### config.mk
export PLATFORM = sky130hd
export DESIGN_NAME = dimension_expression_parser_top_flat
export DESIGN_NICKNAME = d
export VERILOG_FILES = /design/src/rtl/core/dep_pkg.sv /design/src/rtl/core/dep_if.sv /design/src/rtl/core/dimension_expression_parser_top.sv /design/src/flat_wrapper.sv
export SDC_FILE = /design/constraint.sdc
export NUM_CORES = 1
export LEC_CHECK = 0
export BUFFER_PORTS_ARGS = -buffer_cell sky130_fd_sc_hd__buf_2
export CAP_MARGIN = 20
export CORE_ASPECT_RATIO = 0.6
export CORE_UTILIZATION = 45
export DETAILED_ROUTE_END_ITERATION = 7
export SLEW_MARGIN = 20
export SYNTH_ARGS = -nofsm -noshare
export SYNTH_HDL_FRONTEND = slang
export SYNTH_SLANG_ARGS = --single-unit
### constraint.sdc
create_clock -name i_clk -period 6.65 [get_ports i_clk]
set_input_delay 0.665 -clock i_clk [delete_from_list [all_inputs] [get_ports i_clk]]
set_output_delay 0.665 -clock i_clk [all_outputs]
set_load 0.01 [all_outputs]
### src/rtl/core/dep_pkg.sv
// Package: shared constants, tables and character helpers of the dimension parser.
package dep_pkg;

    localparam int VALUE_WIDTH_DEF = 32;

    // parse phases
    localparam logic [2:0] PH_START     = 3'd0;
    localparam logic [2:0] PH_AFTER_PLUS = 3'd1;
    localparam logic [2:0] PH_EXPECT    = 3'd2;
    localparam logic [2:0] PH_NUMBER    = 3'd3;
    localparam logic [2:0] PH_UNIT_ONE  = 3'd4;
    localparam logic [2:0] PH_UNIT_TAIL = 3'd5;
    localparam logic [2:0] PH_NAME      = 3'd6;

    // pending operators
    localparam logic [1:0] OP_ADD = 2'd0;
    localparam logic [1:0] OP_SUB = 2'd1;
    localparam logic [1:0] OP_MUL = 2'd2;
    localparam logic [1:0] OP_DIV = 2'd3;

    // default unit codes
    localparam logic [1:0] DU_INCH  = 2'd1;
    localparam logic [1:0] DU_POINT = 2'd2;

    localparam logic [13:0] F_INCH  = 14'd576;
    localparam logic [13:0] F_POINT = 14'd8;

    localparam logic [7:0] CH_PLUS  = 8'h2B;
    localparam logic [7:0] CH_MINUS = 8'h2D;
    localparam logic [7:0] CH_STAR  = 8'h2A;
    localparam logic [7:0] CH_SLASH = 8'h2F;
    localparam logic [7:0] CH_POINT = 8'h2E;
    localparam logic [7:0] CH_QUOTE = 8'h22;
    localparam logic [7:0] CH_APOS  = 8'h27;
    localparam logic [7:0] CH_ZERO  = 8'h30;

    localparam int FRAC_DIGITS = 6;

    typedef logic [15:0] t_frac_row [0:9];

    // floor((d << 16) / 10^k), row k-1
    localparam t_frac_row FRAC_TBL [0:FRAC_DIGITS-1] = '{
        '{16'd0, 16'd6553, 16'd13107, 16'd19660, 16'd26214,
          16'd32768, 16'd39321, 16'd45875, 16'd52428, 16'd58982},
        '{16'd0, 16'd655, 16'd1310, 16'd1966, 16'd2621,
          16'd3276, 16'd3932, 16'd4587, 16'd5242, 16'd5898},
        '{16'd0, 16'd65, 16'd131, 16'd196, 16'd262,
          16'd327, 16'd393, 16'd458, 16'd524, 16'd589},
        '{16'd0, 16'd6, 16'd13, 16'd19, 16'd26,
          16'd32, 16'd39, 16'd45, 16'd52, 16'd58},
        '{16'd0, 16'd0, 16'd1, 16'd1, 16'd2,
          16'd3, 16'd3, 16'd4, 16'd5, 16'd5},
        '{16'd0, 16'd0, 16'd0, 16'd0, 16'd0,
          16'd0, 16'd0, 16'd0, 16'd0, 16'd0}
    };

    typedef struct packed {
        logic        hit;
        logic [13:0] factor;
    } t_unit;

    function automatic logic is_digit(input logic [7:0] c);
        return (c >= 8'h30) && (c <= 8'h39);
    endfunction

    function automatic logic is_alpha(input logic [7:0] c);
        return ((c >= 8'h61) && (c <= 8'h7A)) || ((c >= 8'h41) && (c <= 8'h5A));
    endfunction

    function automatic logic is_oper(input logic [7:0] c);
        return (c == CH_PLUS) || (c == CH_MINUS) || (c == CH_STAR) || (c == CH_SLASH);
    endfunction

    function automatic logic [1:0] oper_code(input logic [7:0] c);
        logic [1:0] r;
        case (c)
            CH_PLUS:  r = OP_ADD;
            CH_MINUS: r = OP_SUB;
            CH_STAR:  r = OP_MUL;
            default:  r = OP_DIV;
        endcase
        return r;
    endfunction

    function automatic t_unit unit_lookup(input logic [7:0] a, input logic [7:0] b);
        t_unit u;
        u.hit = 1'b1;
        case ({a, b})
            {8'h70, 8'h74}: u.factor = 14'd8;       // pt
            {8'h70, 8'h63}: u.factor = 14'd96;      // pc
            {CH_QUOTE, 8'h00},
            {8'h69, 8'h6E}: u.factor = 14'd576;     // in
            {CH_APOS, 8'h00},
            {8'h66, 8'h74}: u.factor = 14'd6912;    // ft
            {8'h63, 8'h62}: u.factor = 14'd10368;   // cb
            {8'h63, 8'h6D}: u.factor = 14'd227;     // cm
            {8'h6D, 8'h6D}: u.factor = 14'd23;      // mm
            {8'h6E, 8'h6F}: u.factor = 14'd1;       // no
            default: begin
                u.hit    = 1'b0;
                u.factor = 14'd0;
            end
        endcase
        return u;
    endfunction

endpackage

### src/rtl/core/dep_if.sv
// Interfaces: character input, result output and configuration write channels.
interface dep_in_if;
    logic       valid;
    logic       ready;
    logic [7:0] text_char;
    logic       end_of_text;
    modport source (output valid, output text_char, output end_of_text, input ready);
    modport sink   (input valid, input text_char, input end_of_text, output ready);
endinterface

interface dep_out_if;
    logic               valid;
    logic               ready;
    logic signed [31:0] value;
    logic signed [15:0] whole_part;
    logic               sign_given;
    logic               ended_by_char;
    logic [7:0]         stop_char;
    logic               bad_syntax;
    logic               unknown_name;
    logic               divide_by_zero;
    modport source (output valid, output value, output whole_part, output sign_given,
                    output ended_by_char, output stop_char, output bad_syntax,
                    output unknown_name, output divide_by_zero, input ready);
    modport sink   (input valid, input value, input whole_part, input sign_given,
                    input ended_by_char, input stop_char, input bad_syntax,
                    input unknown_name, input divide_by_zero, output ready);
endinterface

interface dep_cfg_if;
    logic       valid;
    logic       ready;
    logic [1:0] data;
    modport source (output valid, output data, input ready);
    modport sink   (input valid, input data, output ready);
endinterface

### src/rtl/core/dimension_expression_parser_top.sv
// Top level: character-serial dimension expression parser with a shared mul/div unit.
//
// Channels: i_in takes one text character per beat (with an end-of-text mark),
// o_out gives one result beat per finished expression, i_cfg writes the
// default unit register (always ready; write only while idle).
// Each character is decoded in the beat it is taken; the parser takes no new
// character until it is back in idle. Characters that only advance the number
// pass through the dispatch step and back to idle. A character that closes an
// operand may run the shared iterative unit: unit scaling, * and / use it, and
// so does the default-unit scale at the end of a plain number. The iterative
// unit does one add/subtract per cycle.
// The result sits in an output register; the parser goes on taking
// characters while it waits. If a second result is ready before the first
// is taken, the parser holds in its emit step until o_out.ready.
// Reset clears the parse state and the output valid flag, and sets the default
// unit to none.
module dimension_expression_parser_top
    import dep_pkg::*;
#(
    parameter int VALUE_WIDTH = VALUE_WIDTH_DEF
) (
    input  logic         i_clk,
    input  logic         i_rst_n,
    dep_in_if.sink       i_in,
    dep_out_if.source    o_out,
    dep_cfg_if.sink      i_cfg
);

    localparam int W  = VALUE_WIDTH;
    localparam int CW = $clog2(W + 1);

    localparam logic [2:0] S_IDLE = 3'd0;
    localparam logic [2:0] S_DISP = 3'd1;
    localparam logic [2:0] S_MUL  = 3'd2;
    localparam logic [2:0] S_DIV  = 3'd3;
    localparam logic [2:0] S_EMIT = 3'd4;

    localparam logic [1:0] D_OPND = 2'd0;
    localparam logic [1:0] D_ACC  = 2'd1;
    localparam logic [1:0] D_EMIT = 2'd2;

    logic [2:0]   r_state, n_state;
    logic [1:0]   r_du, n_du;
    logic [2:0]   r_phase, n_phase;
    logic [W-1:0] r_acc, n_acc;
    logic [W-1:0] r_opnd, n_opnd;
    logic [1:0]   r_op, n_op;
    logic         r_neg, n_neg;
    logic         r_plain, n_plain;
    logic         r_sign, n_sign;
    logic         r_after, n_after;
    logic [2:0]   r_frac, n_frac;
    logic [7:0]   r_uf, n_uf;
    logic [7:0]   r_us, n_us;
    logic [2:0]   r_err, n_err;
    logic [7:0]   r_char, n_char;
    logic         r_eot, n_eot;
    logic         r_need_unit, n_need_unit;
    logic         r_need_fin, n_need_fin;
    logic         r_need_after, n_need_after;
    logic         r_stop, n_stop;
    logic         r_emit, n_emit;
    logic         r_by_char, n_by_char;
    // shared unit: multiplicand/quotient, multiplier/divisor, product/remainder
    logic [W-1:0] r_ua, n_ua;
    logic [W-1:0] r_ub, n_ub;
    logic [W-1:0] r_up, n_up;
    logic [CW-1:0] r_cnt, n_cnt;
    logic [1:0]   r_dest, n_dest;
    logic         r_qneg, n_qneg;
    // output register
    logic         r_ovalid, n_ovalid;
    logic [31:0]  r_oval, n_oval;
    logic [15:0]  r_owhole, n_owhole;
    logic         r_osign, n_osign;
    logic         r_oby, n_oby;
    logic [7:0]   r_ochar, n_ochar;
    logic [2:0]   r_oerr, n_oerr;

    logic         accept;
    logic [W-1:0] x_op, d_op, mag_a, mag_d, prod, quo, q_signed;
    logic [W:0]   rem_sh;
    logic         qbit;
    logic [3:0]   digit;
    logic [W-1:0] round_sum;
    t_unit        unit;

    assign accept       = i_in.valid && i_in.ready;
    assign i_in.ready   = (r_state == S_IDLE);
    assign i_cfg.ready  = 1'b1;

    assign o_out.valid          = r_ovalid;
    assign o_out.value          = r_oval;
    assign o_out.whole_part     = r_owhole;
    assign o_out.sign_given     = r_osign;
    assign o_out.ended_by_char  = r_oby;
    assign o_out.stop_char      = r_ochar;
    assign o_out.bad_syntax     = r_oerr[0];
    assign o_out.unknown_name   = r_oerr[1];
    assign o_out.divide_by_zero = r_oerr[2];

    assign digit = 4'(i_in.text_char - CH_ZERO);

    // shared iterative unit datapath
    assign prod   = r_up + (r_ub[0] ? r_ua : '0);
    assign rem_sh = {r_up, r_ua[W-1]};
    assign qbit   = (rem_sh >= {1'b0, r_ub});
    assign quo    = {r_ua[W-2:0], qbit};
    assign q_signed = r_qneg ? (W'(0) - quo) : quo;

    assign x_op  = r_neg ? (W'(0) - r_opnd) : r_opnd;
    assign d_op  = W'($signed(x_op) >>> 8);
    assign mag_a = r_acc[W-1] ? (W'(0) - r_acc) : r_acc;
    assign mag_d = d_op[W-1] ? (W'(0) - d_op) : d_op;

    assign unit      = unit_lookup(r_uf, r_us);
    assign round_sum = r_acc + W'(32'h8000);

    always_comb begin
        n_state = r_state;   n_du = r_du;       n_phase = r_phase;
        n_acc = r_acc;       n_opnd = r_opnd;   n_op = r_op;
        n_neg = r_neg;       n_plain = r_plain; n_sign = r_sign;
        n_after = r_after;   n_frac = r_frac;   n_uf = r_uf;
        n_us = r_us;         n_err = r_err;     n_char = r_char;
        n_eot = r_eot;       n_need_unit = r_need_unit;
        n_need_fin = r_need_fin;  n_need_after = r_need_after;
        n_stop = r_stop;     n_emit = r_emit;   n_by_char = r_by_char;
        n_ua = r_ua;         n_ub = r_ub;       n_up = r_up;
        n_cnt = r_cnt;       n_dest = r_dest;   n_qneg = r_qneg;
        n_ovalid = r_ovalid && !o_out.ready;
        n_oval = r_oval;     n_owhole = r_owhole; n_osign = r_osign;
        n_oby = r_oby;       n_ochar = r_ochar; n_oerr = r_oerr;

        if (i_cfg.valid) begin
            n_du = i_cfg.data;
        end

        case (r_state)
            S_IDLE: begin
                if (accept) begin
                    n_char  = i_in.text_char;
                    n_eot   = i_in.end_of_text;
                    n_state = S_DISP;
                    // an unused phase code starts a fresh expression
                    if (r_phase > PH_NAME) begin
                        n_phase = PH_START; n_acc = '0; n_opnd = '0; n_op = OP_ADD;
                        n_neg = 1'b0; n_plain = 1'b1; n_sign = 1'b0; n_after = 1'b0;
                        n_frac = '0; n_uf = '0; n_us = '0; n_err = '0;
                    end
                    case (n_phase)
                        PH_START, PH_AFTER_PLUS, PH_EXPECT: begin
                            if (n_phase == PH_START && i_in.text_char == CH_PLUS) begin
                                n_sign  = 1'b1;
                                n_phase = PH_AFTER_PLUS;
                            end else if (n_phase != PH_EXPECT
                                         && i_in.text_char == CH_MINUS) begin
                                n_sign  = 1'b1;
                                n_neg   = 1'b1;
                                n_phase = PH_EXPECT;
                            end else if (is_digit(i_in.text_char)
                                         || i_in.text_char == CH_POINT) begin
                                n_frac  = '0;
                                n_phase = PH_NUMBER;
                                if (is_digit(i_in.text_char)) begin
                                    n_opnd  = W'(digit) << 16;
                                    n_after = 1'b0;
                                end else begin
                                    n_opnd  = '0;
                                    n_after = 1'b1;
                                end
                            end else if (is_alpha(i_in.text_char)) begin
                                n_opnd   = '0;
                                n_err[1] = 1'b1;
                                n_plain  = 1'b0;
                                n_phase  = PH_NAME;
                            end else begin
                                // missing operand
                                n_err[0]     = 1'b1;
                                n_opnd       = '0;
                                n_need_fin   = 1'b1;
                                n_need_after = 1'b1;
                            end
                        end
                        PH_NUMBER: begin
                            if (is_digit(i_in.text_char)) begin
                                if (r_after) begin
                                    if (r_frac < 3'(FRAC_DIGITS)) begin
                                        n_opnd = r_opnd + W'(FRAC_TBL[r_frac][digit]);
                                        n_frac = r_frac + 3'd1;
                                    end
                                end else begin
                                    n_opnd = (r_opnd << 3) + (r_opnd << 1)
                                             + (W'(digit) << 16);
                                end
                            end else if (i_in.text_char == CH_POINT) begin
                                n_after = 1'b1;
                            end else if (is_alpha(i_in.text_char)
                                         || i_in.text_char == CH_APOS
                                         || i_in.text_char == CH_QUOTE) begin
                                n_uf = i_in.text_char;
                                n_us = '0;
                                if (is_alpha(i_in.text_char)) begin
                                    n_phase = PH_UNIT_ONE;
                                end else begin
                                    n_need_unit = 1'b1;
                                    n_need_fin  = 1'b1;
                                    n_phase     = PH_UNIT_TAIL;
                                end
                            end else begin
                                n_need_fin   = 1'b1;
                                n_need_after = 1'b1;
                            end
                        end
                        PH_UNIT_ONE: begin
                            n_need_unit = 1'b1;
                            n_need_fin  = 1'b1;
                            if (is_alpha(i_in.text_char)) begin
                                n_us    = i_in.text_char;
                                n_phase = PH_UNIT_TAIL;
                            end else begin
                                n_need_after = 1'b1;
                            end
                        end
                        PH_UNIT_TAIL: begin
                            n_need_after = !is_alpha(i_in.text_char);
                        end
                        default: begin
                            if (!is_alpha(i_in.text_char) && !is_digit(i_in.text_char)) begin
                                n_need_fin   = 1'b1;
                                n_need_after = 1'b1;
                            end
                        end
                    endcase
                end
            end
            S_DISP: begin
                if (r_need_unit) begin
                    n_need_unit = 1'b0;
                    if (unit.hit) begin
                        n_plain = 1'b0;
                        n_ua    = r_opnd;
                        n_ub    = W'(unit.factor);
                        n_up    = '0;
                        n_cnt   = CW'(W);
                        n_dest  = D_OPND;
                        n_state = S_MUL;
                    end
                end else if (r_need_fin) begin
                    n_need_fin = 1'b0;
                    n_neg      = 1'b0;
                    n_opnd     = '0;
                    case (r_op)
                        OP_ADD: n_acc = r_acc + x_op;
                        OP_SUB: n_acc = r_acc - x_op;
                        OP_MUL: begin
                            n_ua    = W'($signed(r_acc) >>> 8);
                            n_ub    = d_op;
                            n_up    = '0;
                            n_cnt   = CW'(W);
                            n_dest  = D_ACC;
                            n_state = S_MUL;
                        end
                        default: begin
                            if (d_op == '0) begin
                                n_acc    = '0;
                                n_err[2] = 1'b1;
                            end else begin
                                n_ua    = mag_a;
                                n_ub    = mag_d;
                                n_up    = '0;
                                n_qneg  = r_acc[W-1] ^ d_op[W-1];
                                n_cnt   = CW'(W);
                                n_state = S_DIV;
                            end
                        end
                    endcase
                end else if (r_need_after) begin
                    n_need_after = 1'b0;
                    if (is_oper(r_char)) begin
                        n_op    = oper_code(r_char);
                        n_plain = 1'b0;
                        n_phase = PH_EXPECT;
                    end else begin
                        n_stop = 1'b1;
                    end
                end else if (r_stop) begin
                    // a stop character wins over its end-of-text mark
                    n_stop    = 1'b0;
                    n_eot     = 1'b0;
                    n_emit    = 1'b1;
                    n_by_char = 1'b1;
                end else if (r_eot) begin
                    n_eot     = 1'b0;
                    n_emit    = 1'b1;
                    n_by_char = 1'b0;
                    case (r_phase)
                        PH_NUMBER, PH_NAME: n_need_fin = 1'b1;
                        PH_UNIT_ONE: begin
                            n_need_unit = 1'b1;
                            n_need_fin  = 1'b1;
                        end
                        PH_UNIT_TAIL: ;
                        default: begin
                            n_err[0]   = 1'b1;
                            n_opnd     = '0;
                            n_need_fin = 1'b1;
                        end
                    endcase
                end else if (r_emit) begin
                    if (r_plain && (r_du == DU_INCH || r_du == DU_POINT)) begin
                        n_ua    = r_acc;
                        n_ub    = W'((r_du == DU_INCH) ? F_INCH : F_POINT);
                        n_up    = '0;
                        n_cnt   = CW'(W);
                        n_dest  = D_EMIT;
                        n_state = S_MUL;
                    end else begin
                        n_state = S_EMIT;
                    end
                end else begin
                    n_state = S_IDLE;
                end
            end
            S_MUL: begin
                n_up  = prod;
                n_ua  = r_ua << 1;
                n_ub  = r_ub >> 1;
                n_cnt = r_cnt - CW'(1);
                if (r_cnt == CW'(1)) begin
                    n_state = S_DISP;
                    case (r_dest)
                        D_OPND: n_opnd = prod;
                        D_EMIT: begin
                            n_acc   = prod;
                            n_plain = 1'b0;
                        end
                        default: n_acc = prod;
                    endcase
                end
            end
            S_DIV: begin
                n_up  = qbit ? W'(rem_sh - {1'b0, r_ub}) : rem_sh[W-1:0];
                n_ua  = quo;
                n_cnt = r_cnt - CW'(1);
                if (r_cnt == CW'(1)) begin
                    n_acc   = q_signed << 8;
                    n_state = S_DISP;
                end
            end
            S_EMIT: begin
                if (!r_ovalid || o_out.ready) begin
                    n_ovalid = 1'b1;
                    n_oval   = r_acc[31:0];
                    n_owhole = round_sum[31:16];
                    n_osign  = r_sign;
                    n_oby    = r_by_char;
                    n_ochar  = r_by_char ? r_char : 8'd0;
                    n_oerr   = r_err;
                    // clear for the next expression
                    n_phase = PH_START; n_acc = '0; n_opnd = '0; n_op = OP_ADD;
                    n_neg = 1'b0; n_plain = 1'b1; n_sign = 1'b0; n_after = 1'b0;
                    n_frac = '0; n_uf = '0; n_us = '0; n_err = '0;
                    n_emit  = 1'b0;
                    n_state = S_IDLE;
                end
            end
            default: n_state = S_IDLE;
        endcase
    end

    always_ff @(posedge i_clk) begin
        if (!i_rst_n) begin
            r_state <= S_IDLE;   r_du <= '0;        r_phase <= PH_START;
            r_acc <= '0;         r_opnd <= '0;      r_op <= OP_ADD;
            r_neg <= 1'b0;       r_plain <= 1'b1;   r_sign <= 1'b0;
            r_after <= 1'b0;     r_frac <= '0;      r_uf <= '0;
            r_us <= '0;          r_err <= '0;       r_eot <= 1'b0;
            r_need_unit <= 1'b0; r_need_fin <= 1'b0; r_need_after <= 1'b0;
            r_stop <= 1'b0;      r_emit <= 1'b0;    r_ovalid <= 1'b0;
            r_cnt <= '0;
        end else begin
            r_state <= n_state;  r_du <= n_du;      r_phase <= n_phase;
            r_acc <= n_acc;      r_opnd <= n_opnd;  r_op <= n_op;
            r_neg <= n_neg;      r_plain <= n_plain; r_sign <= n_sign;
            r_after <= n_after;  r_frac <= n_frac;  r_uf <= n_uf;
            r_us <= n_us;        r_err <= n_err;    r_eot <= n_eot;
            r_need_unit <= n_need_unit; r_need_fin <= n_need_fin;
            r_need_after <= n_need_after;
            r_stop <= n_stop;    r_emit <= n_emit;  r_ovalid <= n_ovalid;
            r_cnt <= n_cnt;
        end
        r_char <= n_char;   r_by_char <= n_by_char;
        r_ua <= n_ua;       r_ub <= n_ub;       r_up <= n_up;
        r_dest <= n_dest;   r_qneg <= n_qneg;
        r_oval <= n_oval;   r_owhole <= n_owhole; r_osign <= n_osign;
        r_oby <= n_oby;     r_ochar <= n_ochar; r_oerr <= n_oerr;
    end

endmodule

### src/flat_wrapper.sv
// flat-port wrapper written by rule: the top's interface ports become plain ports
module dimension_expression_parser_top_flat import dep_pkg::*;
#(
    parameter int VALUE_WIDTH = VALUE_WIDTH_DEF
)
  (i_clk, i_rst_n, i_in_valid, i_in_text_char, i_in_end_of_text, i_in_ready, o_out_valid, o_out_value, o_out_whole_part, o_out_sign_given, o_out_ended_by_char, o_out_stop_char, o_out_bad_syntax, o_out_unknown_name, o_out_divide_by_zero, o_out_ready, i_cfg_valid, i_cfg_data, i_cfg_ready);
  dep_in_if i_in_i ();
  dep_out_if o_out_i ();
  dep_cfg_if i_cfg_i ();
  input  logic i_clk;
  input  logic i_rst_n;
  input wire logic [$bits(i_in_i.valid)-1:0] i_in_valid;
  input wire logic [$bits(i_in_i.text_char)-1:0] i_in_text_char;
  input wire logic [$bits(i_in_i.end_of_text)-1:0] i_in_end_of_text;
  output wire logic [$bits(i_in_i.ready)-1:0] i_in_ready;
  output wire logic [$bits(o_out_i.valid)-1:0] o_out_valid;
  output wire logic [$bits(o_out_i.value)-1:0] o_out_value;
  output wire logic [$bits(o_out_i.whole_part)-1:0] o_out_whole_part;
  output wire logic [$bits(o_out_i.sign_given)-1:0] o_out_sign_given;
  output wire logic [$bits(o_out_i.ended_by_char)-1:0] o_out_ended_by_char;
  output wire logic [$bits(o_out_i.stop_char)-1:0] o_out_stop_char;
  output wire logic [$bits(o_out_i.bad_syntax)-1:0] o_out_bad_syntax;
  output wire logic [$bits(o_out_i.unknown_name)-1:0] o_out_unknown_name;
  output wire logic [$bits(o_out_i.divide_by_zero)-1:0] o_out_divide_by_zero;
  input wire logic [$bits(o_out_i.ready)-1:0] o_out_ready;
  input wire logic [$bits(i_cfg_i.valid)-1:0] i_cfg_valid;
  input wire logic [$bits(i_cfg_i.data)-1:0] i_cfg_data;
  output wire logic [$bits(i_cfg_i.ready)-1:0] i_cfg_ready;
  assign i_in_i.valid = i_in_valid;
  assign i_in_i.text_char = i_in_text_char;
  assign i_in_i.end_of_text = i_in_end_of_text;
  assign i_in_ready = i_in_i.ready;
  assign o_out_valid = o_out_i.valid;
  assign o_out_value = o_out_i.value;
  assign o_out_whole_part = o_out_i.whole_part;
  assign o_out_sign_given = o_out_i.sign_given;
  assign o_out_ended_by_char = o_out_i.ended_by_char;
  assign o_out_stop_char = o_out_i.stop_char;
  assign o_out_bad_syntax = o_out_i.bad_syntax;
  assign o_out_unknown_name = o_out_i.unknown_name;
  assign o_out_divide_by_zero = o_out_i.divide_by_zero;
  assign o_out_i.ready = o_out_ready;
  assign i_cfg_i.valid = i_cfg_valid;
  assign i_cfg_i.data = i_cfg_data;
  assign i_cfg_ready = i_cfg_i.ready;
  dimension_expression_parser_top #(.VALUE_WIDTH(VALUE_WIDTH)) u_core (.i_clk(i_clk), .i_rst_n(i_rst_n), .i_in(i_in_i), .o_out(o_out_i), .i_cfg(i_cfg_i));
endmodule
* After elaboration in Yosys (flattened, before gate mapping)
Memory sizes are Yosys's and may differ from the RTL's.
Index checks and enable logic that the tools add are counted.
** Operators by class
- Reduce and logical (&&, ||, !) cells :: 71
- Bitwise gates (word level) :: 8
- Equality and inequality tests :: 95
- $add $sub $neg :: 15
- Mux-type cells :: 285
- Magnitude comparators :: 11
** Operator list (count)
- 2-to-1 mux 32 bit :: 56
- 2-to-1 mux 160 bit :: 2
- case mux 32 bit (2 select lines) :: 5
- case mux 32 bit (3 select lines) :: 3
- case mux 32 bit (5 select lines) :: 1
- equality test 16 x 15 -> 1 bit (second input constant) :: 8
- case mux 32 bit (4 select lines) :: 1
- 2-to-1 mux 3 bit :: 38
- case mux 14 bit (8 select lines) :: 1
- 2-to-1 mux 8 bit :: 13
- 2-to-1 mux 1 bit :: 100
- adder 32 bit :: 3
- equality test 8 x 6 -> 1 bit (second input constant) :: 9
- binary-select mux 16 bit (select 4 bit) :: 1
- subtractor 1 x 32 -> 32 bit (first input constant) :: 2
- subtractor 32 bit :: 2
- 2-to-1 mux 6 bit :: 9
- AND reduction 9 bit :: 6
- case mux 8 bit (2 select lines) :: 3
- 2-to-1 mux 2 bit :: 20
- 2-to-1 mux 20 bit :: 2
- >= comparator 33 x 32 -> 1 bit :: 1
- inequality test 3 bit (second input constant) :: 11
- adder 32 x 16 -> 32 bit :: 1
- 71 further kinds :: 187
** Storage, ports and cells
- Output and inout bits :: 64
- Memories kept :: 1
- Bits in registers :: 282
- Bits in read-only memories :: 1280
- Input port bits :: 16
** Memories
- (name not given) :: words 8, width 160, rd ports 1, clocked after Yosys merged registers in 0, wr ports 0, line dimension_expression_parser_top.sv:188 : n_opnd = r_opnd + W'(FRAC_TBL[r_frac][digit]);

* Longest topological paths before layout
Gate-level depths: netlist of run 1.
- Depth in word-level cells :: 14
- Depth in mapped cells :: 25
- Gate-level depth less buffers :: 24

* Least setup slack after synthesis of run 1
Ideal clock, no wire load.
- Path type :: reg-to-reg
- Start :: register u_core.r_opnd[0]
- End :: register u_core.r_acc[31]
- Data required time :: 6.569 ns
- Setup slack :: 1.550 ns
- Buffers on the path :: 1
- Data arrival time :: 5.019 ns
- Stages on the path, launching flop included :: 26
- Cell sequence :: dfxtp_1 clkbuf_1 inv_1 ha_1 nor2b_1 nand2_1 o31ai_1 xnor2_1 inv_1 ha_1 and3_1 and3_1 a21oi_1 xor2_1 ha_1 a21o_1 a21o_1 a21o_1 a31o_2 nor2b_1 a21oi_1 a311oi_1 a221o_1 xnor3_1 nand2_1 a41oi_1
** Between the ends
- Longest elaborated chain between the ends :: 7
- Elaborated cells on any way between the ends :: 11
** RTL lines
- start: declaration :: line dimension_expression_parser_top.sv:46 : logic [W-1:0] r_opnd, n_opnd;
- start signal: assignment :: line dimension_expression_parser_top.sv:383 : r_acc <= n_acc; r_opnd <= n_opnd; r_op <= n_op;
- subtractor 1 x 32 -> 32 bit :: line dimension_expression_parser_top.sv:111 : assign x_op = r_neg ? (W'(0) - r_opnd) : r_opnd;
- 2-to-1 mux 32 bit * :: line dimension_expression_parser_top.sv:111
- subtractor 32 bit / adder 32 bit (equally long branches) :: line dimension_expression_parser_top.sv:254, dimension_expression_parser_top.sv:253
- case mux 32 bit (3 select lines) :: line dimension_expression_parser_top.sv:252 : case (r_op)
- 2-to-1 mux 32 bit :: line dimension_expression_parser_top.sv:248 : end else if (r_need_fin) begin
- 2-to-1 mux 32 bit :: line dimension_expression_parser_top.sv:237 : if (r_need_unit) begin
- case mux 32 bit (5 select lines) :: line dimension_expression_parser_top.sv:138 : case (r_state)
- end signal: assignment :: line dimension_expression_parser_top.sv:383
- end: declaration :: line dimension_expression_parser_top.sv:45 : logic [W-1:0] r_acc, n_acc;
Mark *: on every way between the ends. The rest lies on a longest branch, timed or not. The select of a mux whose other input is x is not followed.
A chain may end at the register's enable or synchronous reset.

* Worst setup path after layout of run 1
- Start :: register u_core.r_frac[0]
- End :: register u_core.r_opnd[30]
** Between the ends
- Longest elaborated chain between the ends :: 14
- Elaborated cells on any way between the ends :: 15
** RTL lines
- start: declaration :: line dimension_expression_parser_top.sv:52 : logic [2:0] r_frac, n_frac;
- start signal: assignment :: line dimension_expression_parser_top.sv:385 : r_after <= n_after; r_frac <= n_frac; r_uf <= n_uf;
- inverter 3 -> 4 bit (implied by the code) :: line dimension_expression_parser_top.sv:188
- memory (8 x 160 bit)
- 2-to-1 mux 160 bit (implied by the code) (2 in a row) :: line dimension_expression_parser_top.sv:188
- binary-select mux 16 bit (select 4 bit) :: line dimension_expression_parser_top.sv:188
- 2-to-1 mux 16 bit (implied by the code) (2 in a row) :: line dimension_expression_parser_top.sv:188
- adder 32 x 16 -> 32 bit :: line dimension_expression_parser_top.sv:188
- 2-to-1 mux 32 bit * :: line dimension_expression_parser_top.sv:187 : if (r_frac < 3'(FRAC_DIGITS)) begin
- 2-to-1 mux 32 bit * :: line dimension_expression_parser_top.sv:186 : if (r_after) begin
- 2-to-1 mux 32 bit * :: line dimension_expression_parser_top.sv:185 : if (is_digit(i_in.text_char)) begin
- case mux 32 bit (2 select lines) * :: line dimension_expression_parser_top.sv:150 : case (n_phase)
- 2-to-1 mux 32 bit * :: line dimension_expression_parser_top.sv:140 : if (accept) begin
- case mux 32 bit (4 select lines) * :: line dimension_expression_parser_top.sv:138
Marks and branches as above.

==> flow_metrics.env, run 1 <==
export IMPL_max_freq_ghz=0.164
export IMPL_die_h_um=189
export IMPL_reg2reg_slack_ps=550
export IMPL_tightestPinTransition_ps=1190
export IMPL_synth_area_um2=26300
export IMPL_boundaryPins=80
export IMPL_cts_hold_buf=0
export IMPL_ys_flop_type="edfxtp_1"
export IMPL_cts_resized=0
export IMPL_syn_num_nets=3518
export IMPL_num_vias=27200
export IMPL_dr_pass1_iters=6
export IMPL_fp_coreArea_um2=57600
export IMPL_synth_simple_gate_area_frac=0.207
export IMPL_post_cts_buffers=0
export IMPL_grt_max_degree=65
export IMPL_clk_latency_ps=630
export IMPL_first_iter_violations=4055
export IMPL_num_rows=68
export IMPL_reg2reg_to="u_core.r_opnd[30]"
export IMPL_hold_violations=0
export IMPL_ys_async_sr_fraction=0
export IMPL_layout_commonest_cell="nand2_1"
export IMPL_wl_met3_um=16900
export IMPL_grt_util_all_layers=0.378
export IMPL_setup_viol=0
export IMPL_synth_warnings=0
export IMPL_htreeDepth=1
export IMPL_rsz0062_at_grt="no"
export IMPL_nets=3515
export IMPL_synth_seq_cells=282
export IMPL_syn_inst=3312
export IMPL_reg2regPathDepth=22
export IMPL_r2r_start="u_core.r_frac[0]"
export IMPL_synthAdderAreaFrac=0.0935
export IMPL_io_buffers=78
export IMPL_wl_met1_um=56400
export IMPL_synth_compound_area_share=0.277
export IMPL_grt_pass1_wl_um=167000
export IMPL_dp_hpwl_um=90800
export IMPL_fin_crit_ps=6100
export IMPL_gp_congestion=1.05
export IMPL_period_share=0.917
export IMPL_synth_xor_area_frac=0.0782
export IMPL_synthMuxAreaShare=0.0201
export IMPL_viasPerCell=6.64
export IMPL_max_clock_path_buffers=3
export IMPL_synth_edf_count=169
export IMPL_area_growth_pct=8.58
export IMPL_fin_tns_setup_ps=0
export IMPL_cts_tree="yes"
export IMPL_p_total_uw=13000
export IMPL_p_per_area_nw_per_um2=455
export IMPL_setup_worst_path_end="u_core.r_opnd[30]"
export IMPL_synth_seq_area_share=0.279
export IMPL_die_w_um=314
export IMPL_drv_cap=0
export IMPL_routedWlPerCell_um=28.1
export IMPL_die_area_um2=59400
export IMPL_p_leak_uw=0.0115
export IMPL_synth_top_family_by_area="compound AO/OA/AOI/OAI gates"
export IMPL_grt_overflow=0
export IMPL_crit_fanout=13
export IMPL_yosysTopAreaCell="edfxtp_1"
export IMPL_antenna_found_initial=1
export IMPL_drc_errors=0
export IMPL_clockRootBuffer="clkbuf_16"
export IMPL_ir_drop_uv=286
export IMPL_syn_area_per_cell_um2=7.93
export IMPL_insertedDiodeCount=0
export IMPL_synthTopCellsByArea="edfxtp_1 19%, ha_1 8.6%, dfxtp_1 8.6%"
export IMPL_wl_met2_um=40100
export IMPL_hold_depth=3
export IMPL_startpoint="u_core.r_frac[0]"
export IMPL_cts_buffers=29
export IMPL_cts_sinks=282
export IMPL_postRouteAntennaNets=0
export IMPL_startpoint_type="flip-flop"
export IMPL_routed_wl_um=115000
export IMPL_start_util=0.456
export IMPL_fillCellCount=5637
export IMPL_fin_skew_ps=25.4
export IMPL_drive_above_1_share=0.0849
export IMPL_critPathRequiredTime_ps=7160
export IMPL_worstPathArrival_ps=6610
export IMPL_status="finished clean"
export IMPL_end_kind="flip-flop"
export IMPL_holdCritPathClass="input pin to flip-flop"
export IMPL_worst_setup_path_type="flip-flop to flip-flop"
export IMPL_first_global_vias=23900
export IMPL_slew_viol_final=0
export IMPL_synth_distinct_cells=100
export IMPL_synth_top_area_share=0.193
export IMPL_layout_common_cells="334 x nand2_1, 315 x nor2_1, 309 x a21oi_1, 272 x o21ai_0, 181 x ha_1"
export IMPL_clk_pin_slew_worst_paths_ps=70
export IMPL_relSlewSlack=0.209
export IMPL_top_layer="met5"
per-layer routing:
layer	GRT usage	vias to the layer above
met1	0.623	13100
li1	-	12300
met2	0.457	1753
met3	0.123	120
met5	0	-
met4	0.0595	2
metrics by stage:
| step | hold slack, ps | area, µm² | cells | utilization | setup WS [ps] |
|---|---|---|---|---|---|
| floorplan | 408 | 26300 | 3312 | - | 1550 |
| global placement | 415 | 27500 | 4048 | 0.477 | 660 |
| detailed placement | 425 | 27500 | 4048 | 0.477 | 629 |
| CTS | 266 | 28500 | 4102 | 0.495 | 586 |
| global route | 293 | 28500 | 4102 | 0.495 | 150 |
| finish | 284 | 28500 | 4102 | 0.495 | 553 |
cell families after synthesis:
logic type | count (synthesis)
adders and majority gates | 191
muxes | 52
other | 1
AOI/OAI and AO/OA | 1140
and+or+nand+nor | 1115
xor gates and xnor gates | 232
buffers and inverters | 299
DFF | 282
final cells by class:
type	count	area [µm²]	area share
multi-input combinational	2731	17800	0.624
timing repair buffer	153	953	0.0334
inverter	112	420	0.0147
clock inverter	17	181	0.00636
sequential	282	7340	0.257
clock buffer	37	851	0.0298
tap	770	963	0.0338
worst min-delay path by stage:
stage                      startpoint  slack, ps                      end
floorplan               u_core.r_sign        410  u_core.o_out.sign_given
global placement        u_core.r_sign        420  u_core.o_out.sign_given
detailed placement    u_core.r_err[1]        420         u_core.r_oerr[1]
CTS                     i_cfg_data[1]        270           u_core.r_du[1]
global route        i_in_text_char[7]        290         u_core.r_char[7]
finish                  i_cfg_data[1]        280           u_core.r_du[1]
power breakdown:
| part | internal [µW] | switching [µW] |
|---|---|---|
| logic | 2870 | 5320 |
| registers | 2340 | 601 |
| clock network | 1020 | 807 |
Yosys cell counts, types with 20 or more instances:
| master | count |
|---|---|
| o22ai_1 | 45 |
| nand2_1 | 335 |
| and2_1 | 56 |
| nor4_1 | 21 |
| o21a_1 | 27 |
| nand3_1 | 79 |
| or3_1 | 27 |
| o211ai_1 | 29 |
| xor2_1 | 83 |
| buf_1 | 21 |
| nor2_1 | 317 |
| a21oi_1 | 310 |
| o21bai_1 | 20 |
| dfxtp_1 | 113 |
| nor3_1 | 61 |
| nand2b_1 | 41 |
| a22oi_1 | 34 |
| a31oi_1 | 46 |
| a211oi_1 | 52 |
| inv_1 | 108 |
| nor2b_1 | 36 |
| mux2i_1 | 46 |
| o31ai_1 | 32 |
| a21o_1 | 89 |
| o21ai_0 | 272 |
| ha_1 | 181 |
| and3_1 | 30 |
| clkbuf_1 | 143 |
| xnor2_1 | 147 |
| edfxtp_1 | 169 |
registers in the layout (all words and copies together), names as in the netlist, 2 cells and up:
| name | count |
|---|---|
| u_core.r_du | 2 |
| u_core.r_char | 8 |
| u_core.r_us | 8 |
| u_core.o_out.stop_char | 8 |
| u_core.r_ub | 32 |
| u_core.r_phase | 3 |
| u_core.r_op | 2 |
| u_core.o_out.value | 32 |
| u_core.r_up | 32 |
| u_core.r_uf | 8 |
| u_core.r_dest | 2 |
| u_core.r_frac | 3 |
| u_core.r_state | 3 |
| u_core.r_cnt | 6 |
| u_core.r_err | 3 |
| u_core.r_oerr | 3 |
| u_core.o_out.whole_part | 16 |
| u_core.r_opnd | 32 |
| u_core.r_acc | 32 |
| u_core.r_ua | 32 |
worst max-delay path, cell delays in order, from the launching register on:
cell	delay, ps
dfxtp_1	680
clkinv_1	490
ha_1	380
a21oi_1	150
a21oi_1	90
o211ai_1	170
o21ai_0	110
o21ai_0	470
ha_1	270
inv_1	60
fa_1	410
nor2b_1	140
o21ai_0	140
a21boi_0	370
o21ai_0	260
a21oi_1	310
a221oi_1	140
buf_4	190
or2_2	330
o211ai_1	150
o311ai_0	150
a32o_1	280
a32o_1	250
(Power assumes the default switching activity.)
==> run 2: changes to the inputs <==
GPL_TIMING_DRIVEN = 0   (was unset)
==> flow_metrics.env, run 2 (synthesis results as in run 1) <==
export IMPL_status="finished clean"
export IMPL_relSlewSlack=0.231
export IMPL_grt_pass1_wl_um=175000
export IMPL_num_rows=68
export IMPL_grtUsageMet2=0.468
export IMPL_grt_busiest_layer="met1"
export IMPL_die_h_um=189
export IMPL_nets=3635
export IMPL_routed_wl_um=124000
export IMPL_layout_common_cells="334 x nand2_1, 317 x nor2_1, 309 x a21oi_1, 271 x o21ai_0, 181 x ha_1"
export IMPL_htreeDepth=1
export IMPL_period_share=0.976
export IMPL_fp_coreArea_um2=57600
export IMPL_cts_hold_buf=0
export IMPL_layout_commonest_cell="nand2_1"
export IMPL_first_iter_violations=4987
export IMPL_hold_violations=0
export IMPL_setup_viol=0
export IMPL_dp_hpwl_um=100000
export IMPL_io_buffers=78
export IMPL_dr_pass1_iters=7
export IMPL_worstPathArrival_ps=7050
export IMPL_slew_viol_final=0
export IMPL_tightestPinTransition_ps=1150
export IMPL_grt_overflow=0
export IMPL_p_leak_uw=0.0115
export IMPL_drive_above_1_share=0.0704
export IMPL_antenna_found_initial=14
export IMPL_max_clock_path_buffers=3
export IMPL_clk_pin_slew_worst_paths_ps=80
export IMPL_ir_drop_uv=245
export IMPL_die_area_um2=59400
export IMPL_area_growth_pct=10.2
export IMPL_cp_num_buf_inv=1
export IMPL_boundaryPins=80
export IMPL_viasPerCell=6.71
export IMPL_routedWlPerCell_um=29.2
export IMPL_max_freq_ghz=0.154
export IMPL_clockRootBuffer="clkbuf_16"
export IMPL_drc_errors=0
export IMPL_critPathRequiredTime_ps=7210
export IMPL_fin_crit_ps=6490
export IMPL_slowest_stage="xor2_1"
export IMPL_first_global_vias=24900
export IMPL_die_w_um=314
export IMPL_grt_util_all_layers=0.402
export IMPL_crit_fanout=7
export IMPL_grt_use_met1=0.623
export IMPL_grt_max_degree=62
export IMPL_cts_buffers=30
export IMPL_critPathTopFamily="simple AND/OR/NAND/NOR gates"
export IMPL_drv_cap=0
export IMPL_max_stage_delay_ps=610
export IMPL_cts_sinks=282
export IMPL_clk_latency_ps=640
export IMPL_postRouteAntennaNets=0
export IMPL_worst_setup_path_type="flip-flop to flip-flop"
export IMPL_path_cells="clkbuf_1, nor3_2, nand4_4, o31ai_1, xor2_1, nand4_2, nor3_1, nand2_1, nor2_1, and2_1, nor2_1, xor2_1, ha_1, o2111ai_1, nor2_1, a21oi_1, a311oi_2, a221o_1, xnor3_1, nand2_1, a41oi_1"
export IMPL_dp_slack_ps=-169
export IMPL_startpoint_type="flip-flop"
export IMPL_cts_tree="yes"
export IMPL_p_total_uw=13600
export IMPL_met3_usage=0.190
export IMPL_gp_congestion=1.14
export IMPL_cp_common_cell="nor2_1"
export IMPL_holdCritPathClass="input pin to flip-flop"
export IMPL_start_util=0.456
export IMPL_end_kind="flip-flop"
export IMPL_worst_slack_ps=162
export IMPL_fin_skew_ps=38.6
export IMPL_p_per_area_nw_per_um2=471
export IMPL_num_vias=28400
export IMPL_whs_ps=271
-- run 2: cell types whose count changed in the layout (fill, tap and decap cells not counted), moves of 3 or more --
cell	change
buf_1	+21
buf_2	+16
buf_4	-68
buf_6	+3
bufinv_16	+3
clkbuf_1	+142
diode_2	+6
-- run 2: path summary, 6_finish.rpt --
| kind | startpoint | end | slack [ps] | cells after the start |
|---|---|---|---|---|
| worst max-delay path | u_core.r_opnd[10] | u_core.r_acc[31] | 160 | 21 |
| worst min-delay path | i_cfg_data[1] | u_core.r_du[1] | 270 | 3 |
| worst max register to register | u_core.r_opnd[10] | u_core.r_acc[31] | 160 | 21 |
| worst min register to register | u_core.r_err[2] | u_core.r_oerr[2] | 440 | 0 |
-- run 2: tightest hold or removal path: stages --
cell	delay [ps]
buf_2	80
mux2i_1	60
nor2_1	70
-- run 2: what timing repair did --
action	CTS	global route
setup endpoints to repair	2	5
pin swaps	0	1
buffers inserted	0	1
resized for setup	4	12
-- run 2: final cells by class --
cell class,instances,area [µm²]
clock inverters,22,307
inverters,112,425
multi-input cells,2731,17800
well taps,770,963
flip-flops and latches,282,7340
plain buffers,187,767
clock buffers,34,786
fillers,5589,28700
diodes,6,15.0
repair buffers,85,493
-- run 2: metrics by stage --
stage                      util  instance area (µm²)  cells  setup TNS, ps
after detailed placement  0.482                27800   4165           -185
final                     0.502                28900   4229              0
after global placement    0.479                27600   4160          -4440
after CTS                 0.501                28900   4221              0
after floorplan               -                26300   3312              0
after global routing      0.502                28900   4223          -18.0
-- run 2: power breakdown --
| part | leakage (µW) | internal, µW | switching (µW) |
|---|---|---|---|
| clock | 0.000531 | 1090 | 840 |
| combinational | 0.00847 | 2920 | 5950 |
| sequential | 0.00250 | 2330 | 484 |
-- run 2: routing by layer --
layer	up-vias	routed length, µm
li1	12500	-
met1	13500	55800
met2	2086	41400
met3	229	22500
met4	16	3580
met5	-	180
